## config.mk

```make
export PLATFORM = sky130hd
export DESIGN_NAME = multi_queue_lock_arbiter_flat
export DESIGN_NICKNAME = d
export VERILOG_FILES = /design/src/rtl/mqla_pkg.sv /design/src/rtl/mqla_if.sv /design/src/rtl/mqla_ram.sv /design/src/rtl/multi_queue_lock_arbiter.sv /design/src/flat_wrapper.sv
export SDC_FILE = /design/constraint.sdc
export NUM_CORES = 2
export LEC_CHECK = 0
export ABC_AREA = 1
export BUFFER_PORTS_ARGS = -buffer_cell sky130_fd_sc_hd__buf_4
export CORE_MARGIN = 8
export CORE_UTILIZATION = 60
export DETAILED_ROUTE_END_ITERATION = 6
export HOLD_SLACK_MARGIN = 0.15
export PLACE_DENSITY = 0.76
export SLEW_MARGIN = 10
export SYNTH_ARGS = -nofsm -noshare
export SYNTH_HDL_FRONTEND = slang
export SYNTH_HIERARCHICAL = 1
export SYNTH_SLANG_ARGS = --single-unit
```

## constraint.sdc

```tcl
create_clock -name clk -period 6.3 [get_ports clk]
set_input_delay 0.315 -clock clk [delete_from_list [all_inputs] [get_ports clk]]
set_output_delay 0.315 -clock clk [all_outputs]
set_load 0.005 [all_outputs]
```

## src/rtl/mqla_pkg.sv

```systemverilog
package mqla_pkg;

  localparam int MAX_THREADS = 16;
  localparam int CPU_COUNT   = 8;
  localparam int THREAD_W    = $clog2(MAX_THREADS);
  localparam int CPU_W       = (CPU_COUNT > 1) ? $clog2(CPU_COUNT) : 1;
  localparam int TICKET_W    = 32;
  localparam int SLICE_W     = 16;
  localparam int CFG_IDX_W   = 1;

  localparam logic [SLICE_W-1:0]   SLICE_RESET = 16'd3000;
  localparam logic [SLICE_W-1:0]   WAKE_RESET  = 16'd3000;
  localparam logic [CFG_IDX_W-1:0] CFG_SLICE   = 1'b0;
  localparam logic [CFG_IDX_W-1:0] CFG_WAKE    = 1'b1;

  typedef logic [THREAD_W-1:0] thread_t;
  typedef logic [CPU_W-1:0]    cpu_t;

  typedef enum logic [1:0] {
    OP_LOCK   = 2'd0,
    OP_TICK   = 2'd1,
    OP_UNLOCK = 2'd2,
    OP_QUERY  = 2'd3
  } op_t;

  typedef enum logic [1:0] {
    Q_NONE   = 2'd0,
    Q_ACTIVE = 2'd1,
    Q_SLEEP  = 2'd2
  } queue_t;

  typedef enum logic [2:0] {
    EV_NONE     = 3'd0,
    EV_GRANTED  = 3'd1,
    EV_QACTIVE  = 3'd2,
    EV_QSEC     = 3'd3,
    EV_SLEPT    = 3'd4,
    EV_WOKE     = 3'd5,
    EV_HANDED   = 3'd6,
    EV_RELEASED = 3'd7
  } ev_t;

  typedef struct packed {
    logic [TICKET_W-1:0] ticket;
    cpu_t                cpu;
    logic [SLICE_W-1:0]  act_left;
    logic [SLICE_W-1:0]  slp_left;
  } entry_t;

endpackage

```

## src/rtl/mqla_if.sv

```systemverilog
interface mqla_in_if;
  logic       valid;
  logic       ready;
  logic [1:0] op;
  logic [3:0] thread_id;
  logic [2:0] cpu_id;
  modport source(output valid, output op, output thread_id, output cpu_id, input ready);
  modport sink(input valid, input op, input thread_id, input cpu_id, output ready);
endinterface

interface mqla_out_if;
  logic       valid;
  logic       ready;
  logic       owner_valid;
  logic [3:0] owner_thread;
  logic       thread_waiting;
  logic [2:0] event_res;
  modport source(output valid, output owner_valid, output owner_thread,
                 output thread_waiting, output event_res, input ready);
  modport sink(input valid, input owner_valid, input owner_thread,
               input thread_waiting, input event_res, output ready);
endinterface

```

## src/rtl/mqla_ram.sv

```systemverilog
module mqla_ram #(
  parameter int WIDTH = 8,
  parameter int DEPTH = 16
) (
  input  logic                     clk,
  input  logic                     we,
  input  logic [$clog2(DEPTH)-1:0] waddr,
  input  logic [WIDTH-1:0]         wdata,
  input  logic [$clog2(DEPTH)-1:0] raddr,
  output logic [WIDTH-1:0]         rdata
);

  logic [WIDTH-1:0] mem [DEPTH];

  always_ff @(posedge clk) begin
    if (we) begin
      mem[waddr] <= wdata;
    end
    rdata <= mem[raddr];
  end

endmodule

```

## src/rtl/multi_queue_lock_arbiter.sv

```systemverilog
// Lock arbiter with one active queue (one flagged waiter per cpu) and a sleeping
// queue per cpu. Items are handled one at a time. Wait ticks for a waiting thread
// read the per-thread entry memory once or twice, and an unlock reads every thread
// entry through the single read port of the entry memory to find the oldest active
// waiter, or else a sleeping one (lowest cpu first). A result waits in an output
// register while the next item is accepted. Configuration writes are taken in any
// cycle.
module multi_queue_lock_arbiter (
  input  logic                              clk,
  input  logic                              rst_n,
  mqla_in_if.sink                           in_ch,
  mqla_out_if.source                        out_ch,
  input  logic                              cfg_we,
  input  logic [mqla_pkg::CFG_IDX_W-1:0]    cfg_idx,
  input  logic [mqla_pkg::SLICE_W-1:0]      cfg_wdata
);

  import mqla_pkg::*;

  typedef enum logic [2:0] {S_IDLE, S_RD, S_RD2, S_SCAN, S_DONE} state_t;

  state_t state_r, state_nxt;
  logic [SLICE_W-1:0] slice_r, slice_nxt, wake_r, wake_nxt;
  logic owner_v_r, owner_v_nxt;
  thread_t owner_r, owner_nxt;
  logic [TICKET_W-1:0] ticket_r, ticket_nxt;
  queue_t queue_r [MAX_THREADS];
  queue_t queue_nxt [MAX_THREADS];
  logic [CPU_COUNT-1:0] cpu_v_r, cpu_v_nxt;
  thread_t cpu_t_r [CPU_COUNT];
  thread_t cpu_t_nxt [CPU_COUNT];

  thread_t tid_r, tid_nxt;
  logic tid_ok_r, tid_ok_nxt;
  ev_t ev_r, ev_nxt;
  entry_t ent_r, ent_nxt;
  logic [THREAD_W:0] cnt_r, cnt_nxt;
  logic pend_r, pend_nxt;
  thread_t pidx_r, pidx_nxt;
  logic af_r, af_nxt, sf_r, sf_nxt;
  thread_t aidx_r, aidx_nxt, sidx_r, sidx_nxt;
  logic [TICKET_W-1:0] aage_r, aage_nxt, sage_r, sage_nxt;
  cpu_t acpu_r, acpu_nxt, scpu_r, scpu_nxt;

  logic out_v_r, out_v_nxt;
  logic ow_r, ow_nxt, tw_r, tw_nxt;
  logic [3:0] ot_r, ot_nxt;
  logic [2:0] oe_r, oe_nxt;

  logic ram_we;
  thread_t ram_waddr, ram_raddr;
  entry_t ram_wdata, ram_rdata;
  logic [$bits(entry_t)-1:0] ram_rbits;

  mqla_ram #(.WIDTH($bits(entry_t)), .DEPTH(MAX_THREADS)) u_ram (
    .clk   (clk),
    .we    (ram_we),
    .waddr (ram_waddr),
    .wdata (ram_wdata),
    .raddr (ram_raddr),
    .rdata (ram_rbits)
  );

  assign ram_rdata    = entry_t'(ram_rbits);
  assign in_ch.ready  = (state_r == S_IDLE);
  assign out_ch.valid = out_v_r;
  assign out_ch.owner_valid    = ow_r;
  assign out_ch.owner_thread   = ot_r;
  assign out_ch.thread_waiting = tw_r;
  assign out_ch.event_res      = oe_r;

  always_comb begin
    entry_t e;
    thread_t ti;
    cpu_t ci;
    cpu_t c;
    logic [TICKET_W-1:0] age;
    queue_t q;
    state_nxt = state_r;
    slice_nxt = slice_r;
    wake_nxt = wake_r;
    owner_v_nxt = owner_v_r;
    owner_nxt = owner_r;
    ticket_nxt = ticket_r;
    queue_nxt = queue_r;
    cpu_v_nxt = cpu_v_r;
    cpu_t_nxt = cpu_t_r;
    tid_nxt = tid_r;
    tid_ok_nxt = tid_ok_r;
    ev_nxt = ev_r;
    ent_nxt = ent_r;
    cnt_nxt = cnt_r;
    pend_nxt = pend_r;
    pidx_nxt = pidx_r;
    af_nxt = af_r;
    sf_nxt = sf_r;
    aidx_nxt = aidx_r;
    sidx_nxt = sidx_r;
    aage_nxt = aage_r;
    sage_nxt = sage_r;
    acpu_nxt = acpu_r;
    scpu_nxt = scpu_r;
    out_v_nxt = out_v_r && !out_ch.ready;
    ow_nxt = ow_r;
    ot_nxt = ot_r;
    tw_nxt = tw_r;
    oe_nxt = oe_r;
    ram_we = 1'b0;
    ram_waddr = tid_r;
    ram_raddr = tid_r;
    e = ram_rdata;
    ram_wdata = e;
    ti = in_ch.thread_id[THREAD_W-1:0];
    ci = in_ch.cpu_id[CPU_W-1:0];
    c = e.cpu;
    age = ticket_r - e.ticket;
    q = queue_r[pidx_r];

    if (cfg_we) begin
      unique case (cfg_idx)
        CFG_SLICE: slice_nxt = cfg_wdata;
        CFG_WAKE:  wake_nxt = cfg_wdata;
        default: ;
      endcase
    end

    unique case (state_r)
      S_IDLE: begin
        if (in_ch.valid) begin
          tid_nxt = ti;
          tid_ok_nxt = int'(in_ch.thread_id) < MAX_THREADS;
          ev_nxt = EV_NONE;
          state_nxt = S_DONE;
          unique case (op_t'(in_ch.op))
            OP_LOCK: begin
              if (tid_ok_nxt) begin
                if (!owner_v_r) begin
                  owner_v_nxt = 1'b1;
                  owner_nxt = ti;
                  ev_nxt = EV_GRANTED;
                end else if (queue_r[ti] == Q_NONE) begin
                  ticket_nxt = ticket_r + 1'b1;
                  ram_we = 1'b1;
                  ram_waddr = ti;
                  ram_wdata.ticket = ticket_nxt;
                  ram_wdata.cpu = ci;
                  if (cpu_v_r[ci]) begin
                    queue_nxt[ti] = Q_SLEEP;
                    ram_wdata.act_left = '0;
                    ram_wdata.slp_left = slice_r;
                    ev_nxt = EV_QSEC;
                  end else begin
                    queue_nxt[ti] = Q_ACTIVE;
                    ram_wdata.act_left = slice_r;
                    ram_wdata.slp_left = '0;
                    cpu_v_nxt[ci] = 1'b1;
                    cpu_t_nxt[ci] = ti;
                    ev_nxt = EV_QACTIVE;
                  end
                end
              end
            end
            OP_TICK: begin
              if (tid_ok_nxt && queue_r[ti] != Q_NONE) begin
                ram_raddr = ti;
                state_nxt = S_RD;
              end
            end
            OP_UNLOCK: begin
              cnt_nxt = '0;
              pend_nxt = 1'b0;
              af_nxt = 1'b0;
              sf_nxt = 1'b0;
              state_nxt = S_SCAN;
            end
            OP_QUERY: ;
            default: ;
          endcase
        end
      end
      S_RD: begin
        state_nxt = S_DONE;
        if (queue_r[tid_r] == Q_ACTIVE) begin
          e.act_left = e.act_left - 1'b1;
          if (e.act_left == '0) begin
            queue_nxt[tid_r] = Q_SLEEP;
            e.slp_left = slice_r;
            if (cpu_v_r[c] && cpu_t_r[c] == tid_r) begin
              cpu_v_nxt[c] = 1'b0;
            end
            ev_nxt = EV_SLEPT;
          end
          ram_we = 1'b1;
        end else begin
          e.slp_left = e.slp_left - 1'b1;
          if (e.slp_left != '0) begin
            ram_we = 1'b1;
          end else if (!cpu_v_r[c]) begin
            queue_nxt[tid_r] = Q_ACTIVE;
            e.act_left = slice_r;
            cpu_v_nxt[c] = 1'b1;
            cpu_t_nxt[c] = tid_r;
            ev_nxt = EV_WOKE;
            ram_we = 1'b1;
          end else begin
            ent_nxt = e;
            ram_raddr = cpu_t_r[c];
            state_nxt = S_RD2;
          end
        end
        ram_wdata = e;
      end
      S_RD2: begin
        e = ent_r;
        c = ent_r.cpu;
        if (ram_rdata.act_left < wake_r) begin
          queue_nxt[tid_r] = Q_ACTIVE;
          e.act_left = slice_r;
          cpu_v_nxt[c] = 1'b1;
          cpu_t_nxt[c] = tid_r;
          ev_nxt = EV_WOKE;
        end else begin
          e.slp_left = slice_r;
        end
        ram_we = 1'b1;
        ram_wdata = e;
        state_nxt = S_DONE;
      end
      S_SCAN: begin
        if (pend_r) begin
          if (q == Q_ACTIVE && (!af_r || age > aage_r)) begin
            af_nxt = 1'b1;
            aidx_nxt = pidx_r;
            aage_nxt = age;
            acpu_nxt = e.cpu;
          end
          if (q == Q_SLEEP && (!sf_r || e.cpu < scpu_r ||
                               (e.cpu == scpu_r && age > sage_r))) begin
            sf_nxt = 1'b1;
            sidx_nxt = pidx_r;
            sage_nxt = age;
            scpu_nxt = e.cpu;
          end
        end
        if (cnt_r < (THREAD_W+1)'(MAX_THREADS)) begin
          ram_raddr = cnt_r[THREAD_W-1:0];
          pend_nxt = 1'b1;
          pidx_nxt = cnt_r[THREAD_W-1:0];
          cnt_nxt = cnt_r + 1'b1;
        end else begin
          pend_nxt = 1'b0;
          if (!pend_r) begin
            state_nxt = S_DONE;
            if (af_r || sf_r) begin
              if (af_r) begin
                cpu_v_nxt[acpu_r] = 1'b0;
              end
              queue_nxt[af_r ? aidx_r : sidx_r] = Q_NONE;
              owner_v_nxt = 1'b1;
              owner_nxt = af_r ? aidx_r : sidx_r;
              ev_nxt = EV_HANDED;
            end else if (owner_v_r) begin
              owner_v_nxt = 1'b0;
              owner_nxt = '0;
              ev_nxt = EV_RELEASED;
            end
          end
        end
      end
      S_DONE: begin
        if (!out_v_r || out_ch.ready) begin
          out_v_nxt = 1'b1;
          ow_nxt = owner_v_r;
          ot_nxt = 4'(owner_r);
          tw_nxt = tid_ok_r && queue_r[tid_r] != Q_NONE;
          oe_nxt = ev_r;
          state_nxt = S_IDLE;
        end
      end
      default: state_nxt = S_IDLE;
    endcase
  end

  always_ff @(posedge clk) begin
    tid_r <= tid_nxt;
    tid_ok_r <= tid_ok_nxt;
    ev_r <= ev_nxt;
    ent_r <= ent_nxt;
    cnt_r <= cnt_nxt;
    pend_r <= pend_nxt;
    pidx_r <= pidx_nxt;
    af_r <= af_nxt;
    sf_r <= sf_nxt;
    aidx_r <= aidx_nxt;
    sidx_r <= sidx_nxt;
    aage_r <= aage_nxt;
    sage_r <= sage_nxt;
    acpu_r <= acpu_nxt;
    scpu_r <= scpu_nxt;
    cpu_t_r <= cpu_t_nxt;
    ow_r <= ow_nxt;
    ot_r <= ot_nxt;
    tw_r <= tw_nxt;
    oe_r <= oe_nxt;
    if (!rst_n) begin
      state_r <= S_IDLE;
      slice_r <= SLICE_RESET;
      wake_r <= WAKE_RESET;
      owner_v_r <= 1'b0;
      owner_r <= '0;
      ticket_r <= '0;
      for (int i = 0; i < MAX_THREADS; i++) begin
        queue_r[i] <= Q_NONE;
      end
      cpu_v_r <= '0;
      out_v_r <= 1'b0;
    end else begin
      state_r <= state_nxt;
      slice_r <= slice_nxt;
      wake_r <= wake_nxt;
      owner_v_r <= owner_v_nxt;
      owner_r <= owner_nxt;
      ticket_r <= ticket_nxt;
      queue_r <= queue_nxt;
      cpu_v_r <= cpu_v_nxt;
      out_v_r <= out_v_nxt;
    end
  end

endmodule

```

## src/flat_wrapper.sv

```systemverilog
// flat-port wrapper written by rule: the top's interface ports become plain ports
module multi_queue_lock_arbiter_flat import mqla_pkg::*;
  (clk, rst_n, cfg_we, cfg_idx, cfg_wdata, in_ch_valid, in_ch_op, in_ch_thread_id, in_ch_cpu_id, in_ch_ready, out_ch_valid, out_ch_owner_valid, out_ch_owner_thread, out_ch_thread_waiting, out_ch_event_res, out_ch_ready);
  mqla_in_if in_ch_i ();
  mqla_out_if out_ch_i ();
  input  logic clk;
  input  logic rst_n;
  input  logic cfg_we;
  input  logic [mqla_pkg::CFG_IDX_W-1:0] cfg_idx;
  input  logic [mqla_pkg::SLICE_W-1:0] cfg_wdata;
  input wire logic [$bits(in_ch_i.valid)-1:0] in_ch_valid;
  input wire logic [$bits(in_ch_i.op)-1:0] in_ch_op;
  input wire logic [$bits(in_ch_i.thread_id)-1:0] in_ch_thread_id;
  input wire logic [$bits(in_ch_i.cpu_id)-1:0] in_ch_cpu_id;
  output wire logic [$bits(in_ch_i.ready)-1:0] in_ch_ready;
  output wire logic [$bits(out_ch_i.valid)-1:0] out_ch_valid;
  output wire logic [$bits(out_ch_i.owner_valid)-1:0] out_ch_owner_valid;
  output wire logic [$bits(out_ch_i.owner_thread)-1:0] out_ch_owner_thread;
  output wire logic [$bits(out_ch_i.thread_waiting)-1:0] out_ch_thread_waiting;
  output wire logic [$bits(out_ch_i.event_res)-1:0] out_ch_event_res;
  input wire logic [$bits(out_ch_i.ready)-1:0] out_ch_ready;
  assign in_ch_i.valid = in_ch_valid;
  assign in_ch_i.op = in_ch_op;
  assign in_ch_i.thread_id = in_ch_thread_id;
  assign in_ch_i.cpu_id = in_ch_cpu_id;
  assign in_ch_ready = in_ch_i.ready;
  assign out_ch_valid = out_ch_i.valid;
  assign out_ch_owner_valid = out_ch_i.owner_valid;
  assign out_ch_owner_thread = out_ch_i.owner_thread;
  assign out_ch_thread_waiting = out_ch_i.thread_waiting;
  assign out_ch_event_res = out_ch_i.event_res;
  assign out_ch_i.ready = out_ch_ready;
  multi_queue_lock_arbiter u_core (.clk(clk), .rst_n(rst_n), .in_ch(in_ch_i), .out_ch(out_ch_i), .cfg_we(cfg_we), .cfg_idx(cfg_idx), .cfg_wdata(cfg_wdata));
endmodule
```

==> results.yml <==
routing:
  highest_layer: "met4"
  drt_wl_total_um: 196000
  vias_per_cell: 5.80
  wl_met2_um: 90300
  drt_iter0_drc: 6549
  ant_nets: 0
  dr.pass1.iters: 6
  via_count: 53900
  routedWlPerCell_um: 21.1
  drc: 0
  drt-met1-wl_um: 79100
  wl_met3_um: 18400
timing:
  max_freq_ghz: 0.195
  slew_viol_final: 0
  worstMarginPinSlew_ns: 1.29
  setup_ws_ns: 1.18
  finalHoldViolCount: 0
  rsz0062_at_grt: "false"
  setup_violations: 0
  tns_ns: 0
  finalCriticalPeriod_ns: 5.12
  finalClockSkew_ns: 0.0333
  slew_headroom_pct: 13.8
  fin_crit_sh_pct: 81.3
critical_path:
  end_kind: "flip-flop"
  arrival_ns: 5.53
  r2r-start: "u_core/u_ram/rdata[48]"
  reg2reg_slack_ns: 1.18
  ff2ff_path_depth: 21
  criticalPathCategory: "reg -> reg"
  cp-start-kind: "flip-flop"
  worstPathRequired_ns: 6.71
  startpoint: "u_core/u_ram/rdata[48]"
  cp_max_fo: 32
final_layout:
  nets: 7803
  multiInputGateArea_um2: 21900
  drive_gt1_share_pct: 5.87
  n_fill_cell: 8793
  areaGrowthSynthToFinish_pct: 11.1
  antenna-diode-count: 0
  final-seq-area_um2: 42000
  instances_no_fill: 9297
flow_run:
  cap_violations: 0
placed_design:
  dp.cells: 8985
  portBuffers: 41
  dp_hpwl_um: 118000
  place_ws_ns: 1.23
  globalplace.congestion: 0.958
clock_network:
  post-cts-setup-buffer-count: 0
  clk_root_buffer_cell: "clkbuf_16"
  cts_hold_buf: 34
  cts_sinks: 1457
  insertion_delay_ns: 0.79
  clock_path_buffers: 3
  cts_tree: "done"
  cts.clk_slew.worst_paths_ns: 0.06
  cts.repair.resized: 0
  numCtsBuffers: 149
  cts_max_level: 4
logic_synthesis:
  ys_types: 57
  seq_area_frac_synth_pct: 60.1
  synth_top_area_share_pct: 54.9
  synth_compound_area_share_pct: 5.30
  synthCells: 7634
  synth-xor-area-share_pct: 0.739
  synth_nets: 7789
  ys_seq_elements: 1457
  synth_edf_count: 1277
  synth_simple_gate_area_share_pct: 22.8
  yosys.area_share.adder_pct: 2.23
  yosys.area.top_type: "edfxtp_1"
  yosysWarnings: 6
  synthTopCellsByArea: "edfxtp_1, nand2_1, nand3_1, inv_1, dfxtp_1"
  synth_top_family_by_area: "simple AND/OR/NAND/NOR gates"
  synth_area_per_cell_um2: 9.14
  synth_mux_area_share_pct: 0
  netlist_area_um2: 69800
  ys.flop_type: "edfxtp_1"
  async_reset_ff_share_pct: 0
hold_path:
  holdPathStages: 5
  hold_path_class: "in -> reg"
  worstHoldStart: "in_ch_op[0]"
power:
  leakagePower_uw: 0.0328
  p_clk_share_pct: 32.7
  p_comb_share_pct: 22.6
  p_total_uw: 27600
  p_int_uw: 18900
  p_seq_share_pct: 44.7
  powerDensity_nw_per_um2: 356
  peakVddDrop_v: 0.000318
  power.switching_uw: 8760
  netSwitchingFraction_pct: 31.7
floorplanning:
  rows: 125
  die_h_um: 357
  die_area_um2: 127000
  die_x_um: 357
  core_area_um2: 116000
  start_util_pct: 60.3
  io_pins: 42
global_routing:
  grt_pass1_vias: 51300
  grt_pass1_wl_um: 299000
  antenna_found_initial: 0
  gr-total-overflow: 0
  grt_max_degree: 166
  track_usage_pct: 30.4
outcome:
  status: "completed"
## sequential cells by signal, summed over array words and instances (netlist names), 3 cells and up, named ones only
register and flops:
u_core/u_ram/mem 1072, u_core/ent_r 67, u_core/u_ram/rdata 67, u_core/aage_r 32, u_core/sage_r 32, u_core/ticket_r 32
u_core/slice_r 16, u_core/wake_r 16, u_core/cpu_v_r 8, u_core/cnt_r 5, u_core/aidx_r 4, u_core/out_ch.owner_thread 4
u_core/owner_r 4, u_core/pidx_r 4, u_core/sidx_r 4, u_core/tid_r 4, u_core/acpu_r 3, u_core/ev_r 3
u_core/out_ch.event_res 3, u_core/scpu_r 3, u_core/state_r 3
## metrics by stage
step | hold WS [ns] | util, % | instance area [µm²]
4_1_cts | 0.155 | 67.0 | 77500
6_report | 0.238 | 67.0 | 77600
3_3_place_gp | 0.412 | 62.3 | 72200
3_5_place_dp | 0.418 | 62.3 | 72200
2_1_floorplan | 0.400 | - | 69800
5_1_grt | 0.224 | 67.0 | 77600
## critical path, cell delays in order (launching register included)
cell,delay [ns]
dfxtp_1,0.35
inv_1,0.10
ha_1,0.43
nand2_1,0.12
nor4_1,0.48
nand2_1,0.10
o211ai_1,0.45
nand3_1,0.13
o211ai_1,0.17
xor2_1,0.34
ha_1,0.20
nand2_1,0.06
nor2_1,0.12
nand4_1,0.15
nor4_1,0.29
o21ai_0,0.18
nand2_1,0.09
nand2_1,0.08
nand2_1,0.07
nand2_1,0.11
nor2_4,0.24
buf_4,0.45
## layout make-up
cell class	instances	share of cell area, %
repair buffers	194	2.89
clock buffers	210	5.34
well taps	1524	2.46
flip-flops and latches	1457	54.1
inverters	1208	5.89
clock inverters	66	1.14
multi-input cells	4638	28.2
## logic make-up (layout without fill, tap and decap cells)
logic type	count (synthesis)	in the layout
compound gates	656	656
xor+xnor	58	58
fa+ha+maj	124	124
buf+inv	1539	1678
flops	1457	1457
simple gates	3800	3800
## worst paths after layout
kind / end
setup / recovery: u_core/aage_r[8]
hold / removal: u_core/state_r[0]
setup reg to reg: u_core/aage_r[8]
hold reg to reg: u_core/out_ch.owner_thread[0]
## cell usage in the layout, fill, tap and decap left out, types with 18 or more instances in the layout
cell type	Yosys	final
nor2_4	4	23
nand3_1	994	994
buf_4	17	104
o21ai_0	252	252
a22oi_1	18	18
dlygate4sd3_1	0	34
a21oi_1	255	255
o221ai_1	34	34
inv_1	1190	1186
xor2_1	41	41
clkinv_1	3	20
dfxtp_1	180	180
nand2_1	2237	2237
nor3_1	46	46
ha_1	123	123
nand4_1	57	57
edfxtp_1	1277	1277
clkbuf_16	0	152
buf_12	0	56
o211ai_1	25	25
nor2_1	405	387
clkinv_2	0	18
clkbuf_1	99	46
## power by group through the flow
stage / Sequential (µW) / Combinational [µW] / Clock [µW]
after floorplan: 12300 / 4010 / 0
after global placement: 12500 / 5910 / 0
after detailed placement: 12500 / 6050 / 0
after CTS: 12300 / 6120 / 9160
after global routing: 12400 / 6840 / 9510
final: 12300 / 6240 / 9040
## per-layer routing
layer / vias to the layer above / global-route usage [%]
met3: 545 / 4.67
met1: 25500 / 41.7
met4: 0 / 12.6
met2: 2808 / 48.6
met5: - / 0
li1: 25100 / -
## Yosys cell counts, types with 3 or more instances
cell type,n
o22ai_1,13
or2_2,15
buf_6,15
nor4_1,16
nor2_2,7
o21ai_0,252
a22oi_1,18
a21o_1,4
clkinv_1,3
nand2_2,6
a31oi_1,10
nand3_1,994
nor2_4,4
nor3_1,46
o221ai_1,34
xor2_1,41
edfxtp_1,1277
a211oi_1,4
inv_1,1190
buf_2,160
nand2_1,2237
o21ai_1,4
inv_2,13
a21oi_1,255
xnor2_1,16
ha_1,123
nor3b_1,3
nand4_1,57
o2111ai_1,18
clkbuf_1,99
o211ai_1,25
dfxtp_1,180
buf_1,39
nand3b_1,5
nor2_1,405
o21bai_1,4
buf_4,17
Note: power is estimated with default switching activity, not from simulation.
